[src/hw/rtl/fba_pkg.sv]
`timescale 1ns / 1ps

package fba_pkg;

  localparam int MAX_FRAMES = 4096;
  localparam int WORD_BITS  = 32;
  localparam int WORD_COUNT = MAX_FRAMES / WORD_BITS;
  localparam int WORD_AW    = $clog2(WORD_COUNT);
  localparam int BIT_AW     = $clog2(WORD_BITS);
  localparam int FRAME_W    = WORD_AW + BIT_AW;
  localparam int NF_W       = 13;
  localparam int LIMIT_W    = NF_W - BIT_AW;

  localparam logic [WORD_BITS-1:0] FULL_WORD        = '1;
  localparam logic [NF_W-1:0]      NUM_FRAMES_RESET = NF_W'(MAX_FRAMES);
  localparam logic [LIMIT_W-1:0]   LIMIT_MAX        = LIMIT_W'(WORD_COUNT);

  localparam logic OP_ALLOC = 1'b0;
  localparam logic OP_FREE  = 1'b1;

  typedef enum logic [2:0] {
    ST_ALLOCATED = 3'd0,
    ST_HAD_FRAME = 3'd1,
    ST_FREED     = 3'd2,
    ST_NOTHING   = 3'd3,
    ST_NO_FREE   = 3'd4
  } status_t;

  // Lowest clear bit of a word that is not full, by halving the window.
  function automatic logic [BIT_AW-1:0] first_zero(input logic [WORD_BITS-1:0] word);
    logic [WORD_BITS-1:0] inv;
    logic [BIT_AW-1:0]    pos;
    inv = ~word;
    pos = '0;
    for (int s = BIT_AW - 1; s >= 0; s--) begin
      if ((inv & ((WORD_BITS'(1) << (1 << s)) - WORD_BITS'(1))) == '0) begin
        pos[s] = 1'b1;
        inv    = inv >> (1 << s);
      end
    end
    return pos;
  endfunction

endpackage

[src/hw/rtl/frame_bitmap_allocator_core.sv]
`timescale 1ns / 1ps
// Path: an allocate into an entry that already holds a frame, a free of frame zero, or an
//   allocate with no words to search goes to S_DONE; a free first passes S_FREE; an allocate
//   scans words 0 up to limit-1, limit = min(num_frames/32, 128), stopping at a clear bit.
// Throughput: one request at a time; the next is taken once S_DONE loads the result, and
//   a result still waiting on out_ready holds the block. The scan reads one word per cycle.
// Reset (rst, synchronous): every frame free via per-word valid bits, num_frames = 4096,
//   no result pending. No clearing pass is needed.
module frame_bitmap_allocator_core (
  input  logic        clk,
  input  logic        rst,
  // configuration
  input  logic        cfg_we,
  input  logic [12:0] cfg_wdata,
  // request channel
  input  logic        in_valid,
  output logic        in_ready,
  input  logic        operation,
  input  logic [11:0] page_frame,
  input  logic        is_kernel,
  input  logic        is_writeable,
  // result channel
  output logic        out_valid,
  input  logic        out_ready,
  output logic [2:0]  status,
  output logic [11:0] frame_index,
  output logic        present,
  output logic        writable,
  output logic        user_bit
);

  typedef enum logic [2:0] {
    S_IDLE,
    S_SCAN,
    S_FREE,
    S_DONE
  } state_t;

  state_t state;

  // Configuration register
  logic [fba_pkg::NF_W-1:0] num_frames;

  always_ff @(posedge clk) begin
    if (rst) begin
      num_frames <= fba_pkg::NUM_FRAMES_RESET;
    end else if (cfg_we) begin
      num_frames <= cfg_wdata;
    end
  end

  // Searched word count, clamped to the bitmap depth
  logic [fba_pkg::LIMIT_W-1:0] nf_words;
  logic [fba_pkg::LIMIT_W-1:0] limit;

  assign nf_words = num_frames[fba_pkg::NF_W-1:fba_pkg::BIT_AW];
  assign limit    = (nf_words > fba_pkg::LIMIT_MAX) ? fba_pkg::LIMIT_MAX : nf_words;

  // Request and scan registers
  logic [fba_pkg::WORD_AW-1:0] chk_addr;   // word whose data sits in mem_q
  logic [fba_pkg::LIMIT_W-1:0] scan_addr;  // next word to read
  logic [fba_pkg::BIT_AW-1:0]  pf_bit;
  logic                        kern_q;
  logic                        wr_q;

  // Bitmap memory: one read and one write port, registered read data.
  // A word that was never written reads as all free through its valid bit.
  logic [fba_pkg::WORD_BITS-1:0] bitmap [fba_pkg::WORD_COUNT];
  logic [fba_pkg::WORD_COUNT-1:0] word_vld;
  logic [fba_pkg::WORD_AW-1:0]    rd_addr;
  logic [fba_pkg::WORD_BITS-1:0]  mem_q;
  logic                           vld_q;
  logic                           mem_we;
  logic [fba_pkg::WORD_BITS-1:0]  mem_wdata;
  logic [fba_pkg::WORD_BITS-1:0]  word;

  always_ff @(posedge clk) begin
    mem_q <= bitmap[rd_addr];
    if (mem_we) begin
      bitmap[chk_addr] <= mem_wdata;
    end
  end

  always_ff @(posedge clk) begin
    if (rst) begin
      word_vld <= '0;
      vld_q    <= 1'b0;
    end else begin
      vld_q <= word_vld[rd_addr];
      if (mem_we) begin
        word_vld[chk_addr] <= 1'b1;
      end
    end
  end

  assign word = vld_q ? mem_q : '0;

  // Pending result, moved to the output register in S_DONE
  fba_pkg::status_t             res_status;
  logic [fba_pkg::FRAME_W-1:0]  res_frame;
  logic                         res_present;
  logic                         res_writable;
  logic                         res_user;

  // Scan decision on the word just read
  logic                       found;
  logic                       last_word;
  logic [fba_pkg::BIT_AW-1:0] free_bit;

  assign found     = (word != fba_pkg::FULL_WORD);
  assign last_word = ({1'b0, chk_addr} == (limit - fba_pkg::LIMIT_W'(1)));
  assign free_bit  = fba_pkg::first_zero(word);

  // Read address: the freed page's word or word 0 at acceptance, else the scan pointer
  always_comb begin
    if (state == S_IDLE) begin
      rd_addr = (operation == fba_pkg::OP_FREE) ?
                page_frame[fba_pkg::FRAME_W-1:fba_pkg::BIT_AW] : '0;
    end else begin
      rd_addr = scan_addr[fba_pkg::WORD_AW-1:0];
    end
  end

  // Write port: set the found bit, or clear the freed bit
  always_comb begin
    mem_we    = 1'b0;
    mem_wdata = word;
    case (state)
      S_SCAN: begin
        mem_we    = found;
        mem_wdata = word | (fba_pkg::WORD_BITS'(1) << free_bit);
      end
      S_FREE: begin
        mem_we    = 1'b1;
        mem_wdata = word & ~(fba_pkg::WORD_BITS'(1) << pf_bit);
      end
      default: begin
        mem_we = 1'b0;
      end
    endcase
  end

  assign in_ready = (state == S_IDLE);

  always_ff @(posedge clk) begin
    if (rst) begin
      state     <= S_IDLE;
      out_valid <= 1'b0;
    end else begin
      // Drop the output beat once taken, unless S_DONE reloads it this cycle
      if (out_valid && out_ready && (state != S_DONE)) begin
        out_valid <= 1'b0;
      end
      case (state)
        S_IDLE: begin
          if (in_valid) begin
            kern_q       <= is_kernel;
            wr_q         <= is_writeable;
            pf_bit       <= page_frame[fba_pkg::BIT_AW-1:0];
            chk_addr     <= rd_addr;
            scan_addr    <= fba_pkg::LIMIT_W'(1);
            res_frame    <= '0;
            res_present  <= 1'b0;
            res_writable <= 1'b0;
            res_user     <= 1'b0;
            if (operation == fba_pkg::OP_ALLOC) begin
              if (page_frame != '0) begin
                res_status <= fba_pkg::ST_HAD_FRAME;
                res_frame  <= page_frame;
                state      <= S_DONE;
              end else if (limit == '0) begin
                res_status <= fba_pkg::ST_NO_FREE;
                state      <= S_DONE;
              end else begin
                state <= S_SCAN;
              end
            end else if (page_frame == '0) begin
              res_status <= fba_pkg::ST_NOTHING;
              state      <= S_DONE;
            end else begin
              state <= S_FREE;
            end
          end
        end
        S_SCAN: begin
          // Advance one word per cycle; the read for scan_addr is already in flight
          chk_addr  <= scan_addr[fba_pkg::WORD_AW-1:0];
          scan_addr <= scan_addr + fba_pkg::LIMIT_W'(1);
          if (found) begin
            res_status   <= fba_pkg::ST_ALLOCATED;
            res_frame    <= {chk_addr, free_bit};
            res_present  <= 1'b1;
            res_writable <= wr_q;
            res_user     <= kern_q;
            state        <= S_DONE;
          end else if (last_word) begin
            res_status <= fba_pkg::ST_NO_FREE;
            state      <= S_DONE;
          end
        end
        S_FREE: begin
          res_status <= fba_pkg::ST_FREED;
          state      <= S_DONE;
        end
        S_DONE: begin
          // Hold until the output register is free
          if (!out_valid || out_ready) begin
            out_valid   <= 1'b1;
            status      <= res_status;
            frame_index <= res_frame;
            present     <= res_present;
            writable    <= res_writable;
            user_bit    <= res_user;
            state       <= S_IDLE;
          end
        end
        default: begin
          state <= S_IDLE;
        end
      endcase
    end
  end

  // The scan never looks at a word outside the searched range
  a_scan_in_range: assert property (@(posedge clk) disable iff (rst)
    (state == S_SCAN) |-> ({1'b0, chk_addr} < limit))
    else $error("scan word outside searched range");

  // Only a successful allocation carries page-entry flags
  a_flags_only_on_alloc: assert property (@(posedge clk) disable iff (rst)
    (out_valid && (status != fba_pkg::ST_ALLOCATED)) |-> (!present && !writable && !user_bit))
    else $error("flags set on a non-allocating result");

  // An allocation claims a bit that was clear in the word read
  a_alloc_bit_clear: assert property (@(posedge clk) disable iff (rst)
    (state == S_SCAN && mem_we) |-> (word[free_bit] == 1'b0))
    else $error("allocated frame was already in use");

  // No result survives reset
  a_reset_clears_out: assert property (@(posedge clk)
    $past(rst) |-> !out_valid)
    else $error("result valid right after reset");

endmodule

[config.mk]
export PLATFORM = sky130hd
export DESIGN_NAME = frame_bitmap_allocator_core
export DESIGN_NICKNAME = d
export VERILOG_FILES = /design/src/hw/rtl/fba_pkg.sv /design/src/hw/rtl/frame_bitmap_allocator_core.sv
export SDC_FILE = /design/constraint.sdc
export NUM_CORES = 2
export LEC_CHECK = 0
export ABC_AREA = 1
export BUFFER_PORTS_ARGS = -buffer_cell sky130_fd_sc_hd__buf_4
export CAP_MARGIN = 20
export CORE_MARGIN = 2
export CORE_UTILIZATION = 60
export DETAILED_ROUTE_END_ITERATION = 10
export GPL_TIMING_DRIVEN = 1
export PLACE_DENSITY = 0.75
export SETUP_SLACK_MARGIN = 0.5
export SLEW_MARGIN = 10
export SYNTH_ARGS = -nofsm -noshare
export SYNTH_HDL_FRONTEND = slang
export SYNTH_SLANG_ARGS = --single-unit
[constraint.sdc]
create_clock -name clk -period 11.17 [get_ports clk]
set_clock_uncertainty 0.2 [all_clocks]
set_input_delay 2.234 -clock clk [delete_from_list [all_inputs] [get_ports clk]]
set_output_delay 2.234 -clock clk [all_outputs]
set_load 0.02 [all_outputs]
==> results.yml <==
die:
  die-area_um2: 290000
  die_y_um: 538
  fp-row-count: 196
  io_pins: 53
  start_util: 0.602
  die_width_um: 538
  core-area_um2: 285000
placement:
  placement.io_buffers: 47
  final_replace_weighted_congestion: 0.967
  hpwl_um: 252000
  place_inst: 16542
  placed_cell_area_um2: 177000
global_routing:
  grt_antenna_before_repair: 14
  grt_pass1_vias: 111616
  grt-ovfl-total: 0
  grt_pass1_wl_um: 707000
  pin_count_of_the_biggest_net_entering_global_routing: 222
  grtUsageTotal: 0.328
timing:
  timing.final.crit_period_ns: 6.39
  slew_viol_final: 0
  fmaxAchievable_mhz: 156
  tightest_slew_ns: 1.18
  rsz0062_at_grt: "false"
  setup_viol: 0
  final_hold_viol_count: 0
  period_share: 0.572
  tns_ns: 0
  worst_slew_margin_rel: 0.210
power:
  power.internal_mw: 31.6
  combinationalPowerShare: 0.358
  power.leakage_nw: 62.2
  clkPwrFrac: 0.267
  p_seq_frac: 0.375
  power.net_switching_mw: 20.5
  power_per_cell_area_nw_per_um2: 274
  net_sw_frac: 0.393
  vdd_ir_drop_max_mv: 0.241
route:
  wirelength_um: 487000
  remaining_drc_errors: 0
  viasPerCell: 6.69
  antenna_left: 0
  via_count: 115864
  first_pass_iters: 9
  avgRoutedWirePerCell_um: 28.1
  drt_first_iter_violations: 19560
cts:
  clk_pin_slew_ns: 0.06
  cts_hold_repair.buffers: 0
  cts_max_path_buffers: 4
  post-cts-setup-buffer-count: 0
  cts_root_buffer: "sky130_fd_sc_hd__clkbuf_16"
  numClockSinks: 4325
  cts-htree-levels: 5
  tritoncts: "yes"
  cts_resized: 0
  numCtsBuffers: 419
  clkLatencyLatePin_ns: 1.02
status:
  run_status: "finished clean"
synthesis:
  syn-cell-area_um2: 171000
  post-synth-top-area-fraction: 0.728
  syn-mean-instance-area_um2: 12.8
  postSynthCellCount: 13415
  post_synth_main_area_contributors: "sky130_fd_sc_hd__edfxtp_1, sky130_fd_sc_hd__nor2_1, sky130_fd_sc_hd__o32ai_1"
  synth_nets: 13455
  synth.distinct_cells: 42
  synth.yosys.warnings: 0
  netlist.top_cell.by_area: "sky130_fd_sc_hd__edfxtp_1"
  ys_async_sr_fraction: 0
  synth_edf_count: 4153
  synth_ff_type: "sky130_fd_sc_hd__edfxtp_1"
  synth.yosys.seq_area_share: 0.748
  postSynthRegisterBits: 4325
final_layout:
  layout-drive-gt1-share: 0.0851
  area_delta_synth_final_pct: 10.9
  final_net_count: 13243
  final_cell_area_um2: 190000
  final_cells: 17331
  multiInputGateArea_um2: 40200
  seqCellArea_um2: 128000
  filler_cells_inserted: 18868
setup_path:
  worstSetupEndpointType: "register"
  category_of_the_worst_setup_path_launch_point: "input port"
  timing.critical_path.fanout_max: 149
  crit_type: "in2reg"
  cp.required_ns: 11.91
  arrival_ns: 7.13
hold_path:
  worst_hold_path_class: "reg2reg"
job:
  maxCapViolations: 0
## cells by family after synthesis
group,count (synthesis),share of synthesized area
compound gates,3041,0.114
flops,4325,0.748
simple gates,4921,0.112
xor+xnor,5,0.000256
buf+inv,1116,0.0255
fa+ha+maj,7,0.000511
## routing by layer
layer,global-route usage,wire (um)
met4,0.171,28500
met5,0.000493,21
met2,0.497,217000
met3,0.0788,65600
met1,0.446,176000
## registers in the layout, summed over array words and instances (netlist names), 5 cells and up
register	cells
scan_addr	7
frame_index	12
bitmap	4096
chk_addr	7
pf_bit	5
mem_q	32
word_vld	128
num_frames	8
res_frame	12
## stage by stage
stage               setup slack [ns]  hold slack [ns]   util  power [mW]
finish                          4.78            0.194  0.668        52.0
detailed placement              4.06            0.206  0.620        37.6
CTS                             5.13            0.209  0.668        51.4
global placement                4.23            0.201  0.620        36.9
floorplan                       2.89            0.200      -        31.2
global route                    4.56            0.206  0.668        53.8
## power by group through the flow
stage | clock, mW | combinational [mW] | sequential (mW)
floorplan | 0 | 11.1 | 20.1
global placement | 0 | 17.1 | 19.8
detailed placement | 0 | 17.8 | 19.8
CTS | 13.9 | 17.9 | 19.5
global route | 14.6 | 19.7 | 19.5
finish | 13.9 | 18.6 | 19.5
## cells in the mapped netlist (6+ instances only)
cell                       instances
sky130_fd_sc_hd__edfxtp_1       4153
sky130_fd_sc_hd__nor2_1         4109
sky130_fd_sc_hd__o21ai_0        1642
sky130_fd_sc_hd__o32ai_1        1032
sky130_fd_sc_hd__clkbuf_1        772
sky130_fd_sc_hd__nand2_1         454
sky130_fd_sc_hd__o22ai_1         276
sky130_fd_sc_hd__nand3_1         254
sky130_fd_sc_hd__dfxtp_1         172
sky130_fd_sc_hd__inv_1           134
sky130_fd_sc_hd__buf_2           119
sky130_fd_sc_hd__buf_1            74
sky130_fd_sc_hd__o211ai_1         35
sky130_fd_sc_hd__nand4_1          26
sky130_fd_sc_hd__a21oi_1          18
sky130_fd_sc_hd__nor3_1           18
sky130_fd_sc_hd__nand2_2          17
sky130_fd_sc_hd__or2_2            16
sky130_fd_sc_hd__a31oi_1          11
sky130_fd_sc_hd__o21bai_1         11
sky130_fd_sc_hd__clkinv_1         10
sky130_fd_sc_hd__ha_1              7
sky130_fd_sc_hd__nor2_4            7
sky130_fd_sc_hd__o311ai_0          7
sky130_fd_sc_hd__nor4_1            6
## layout by cell type, fill, tap and decap left out, types with 5 or more instances in the layout
cell type                       n
sky130_fd_sc_hd__clkbuf_16    423
sky130_fd_sc_hd__inv_8          5
sky130_fd_sc_hd__o311ai_0       7
sky130_fd_sc_hd__clkbuf_1      96
sky130_fd_sc_hd__o32ai_1     1032
sky130_fd_sc_hd__o22ai_1      270
sky130_fd_sc_hd__clkinvlp_4    16
sky130_fd_sc_hd__nor4_1         6
sky130_fd_sc_hd__inv_1        130
sky130_fd_sc_hd__nand3_1      254
sky130_fd_sc_hd__clkbuf_8      14
sky130_fd_sc_hd__a21oi_1       18
sky130_fd_sc_hd__dfxtp_1      172
sky130_fd_sc_hd__nand2_1      434
sky130_fd_sc_hd__edfxtp_1    4153
sky130_fd_sc_hd__o21bai_1       9
sky130_fd_sc_hd__or2_2         16
sky130_fd_sc_hd__nand2_4       24
sky130_fd_sc_hd__o21ai_0     1636
sky130_fd_sc_hd__nand4_1       26
sky130_fd_sc_hd__nor3_1        17
sky130_fd_sc_hd__clkinv_2      78
sky130_fd_sc_hd__buf_4        298
sky130_fd_sc_hd__nand2_2       16
sky130_fd_sc_hd__inv_16         6
sky130_fd_sc_hd__nor2_4       135
sky130_fd_sc_hd__a31oi_1       11
sky130_fd_sc_hd__buf_12        32
sky130_fd_sc_hd__inv_6          7
sky130_fd_sc_hd__o22ai_4        5
sky130_fd_sc_hd__nor2_1      3981
sky130_fd_sc_hd__o21ai_4        8
sky130_fd_sc_hd__clkinv_1      99
sky130_fd_sc_hd__clkinv_16     11
sky130_fd_sc_hd__diode_2       11
sky130_fd_sc_hd__o211ai_1      35
sky130_fd_sc_hd__ha_1           7
sky130_fd_sc_hd__bufinv_16     31
## path summary, 6_finish.rpt
path,from,to,slack [ns],cells after the start
setup / recovery,operation,vld_q,4.78,12
hold / removal,res_frame[2],frame_index[2],0.19,0
setup reg to reg,state[0],vld_q,4.82,14
hold reg to reg,res_frame[2],frame_index[2],0.19,0
## worst max-delay path, cell delays in order
cell	delay, ns
sky130_fd_sc_hd__buf_4	0.13
sky130_fd_sc_hd__nand3_1	0.17
sky130_fd_sc_hd__nand2_8	0.47
sky130_fd_sc_hd__inv_8	0.92
sky130_fd_sc_hd__buf_4	0.45
sky130_fd_sc_hd__buf_12	0.49
sky130_fd_sc_hd__nor2_1	0.12
sky130_fd_sc_hd__o311ai_0	0.57
sky130_fd_sc_hd__o211ai_1	0.19
sky130_fd_sc_hd__nand3_1	0.22
sky130_fd_sc_hd__nand3_1	0.44
sky130_fd_sc_hd__a31oi_1	0.32
## final cells by class
type | instances | area share
clock buffer | 532 | 0.0585
sequential | 4325 | 0.674
inverter | 149 | 0.00313
antenna | 11 | 0.000145
multi-input combinational | 7974 | 0.211
timing repair buffer | 334 | 0.0155
tap | 3762 | 0.0248
clock inverter | 244 | 0.0125
No activity file was read; power rests on OpenSTA's default activity.
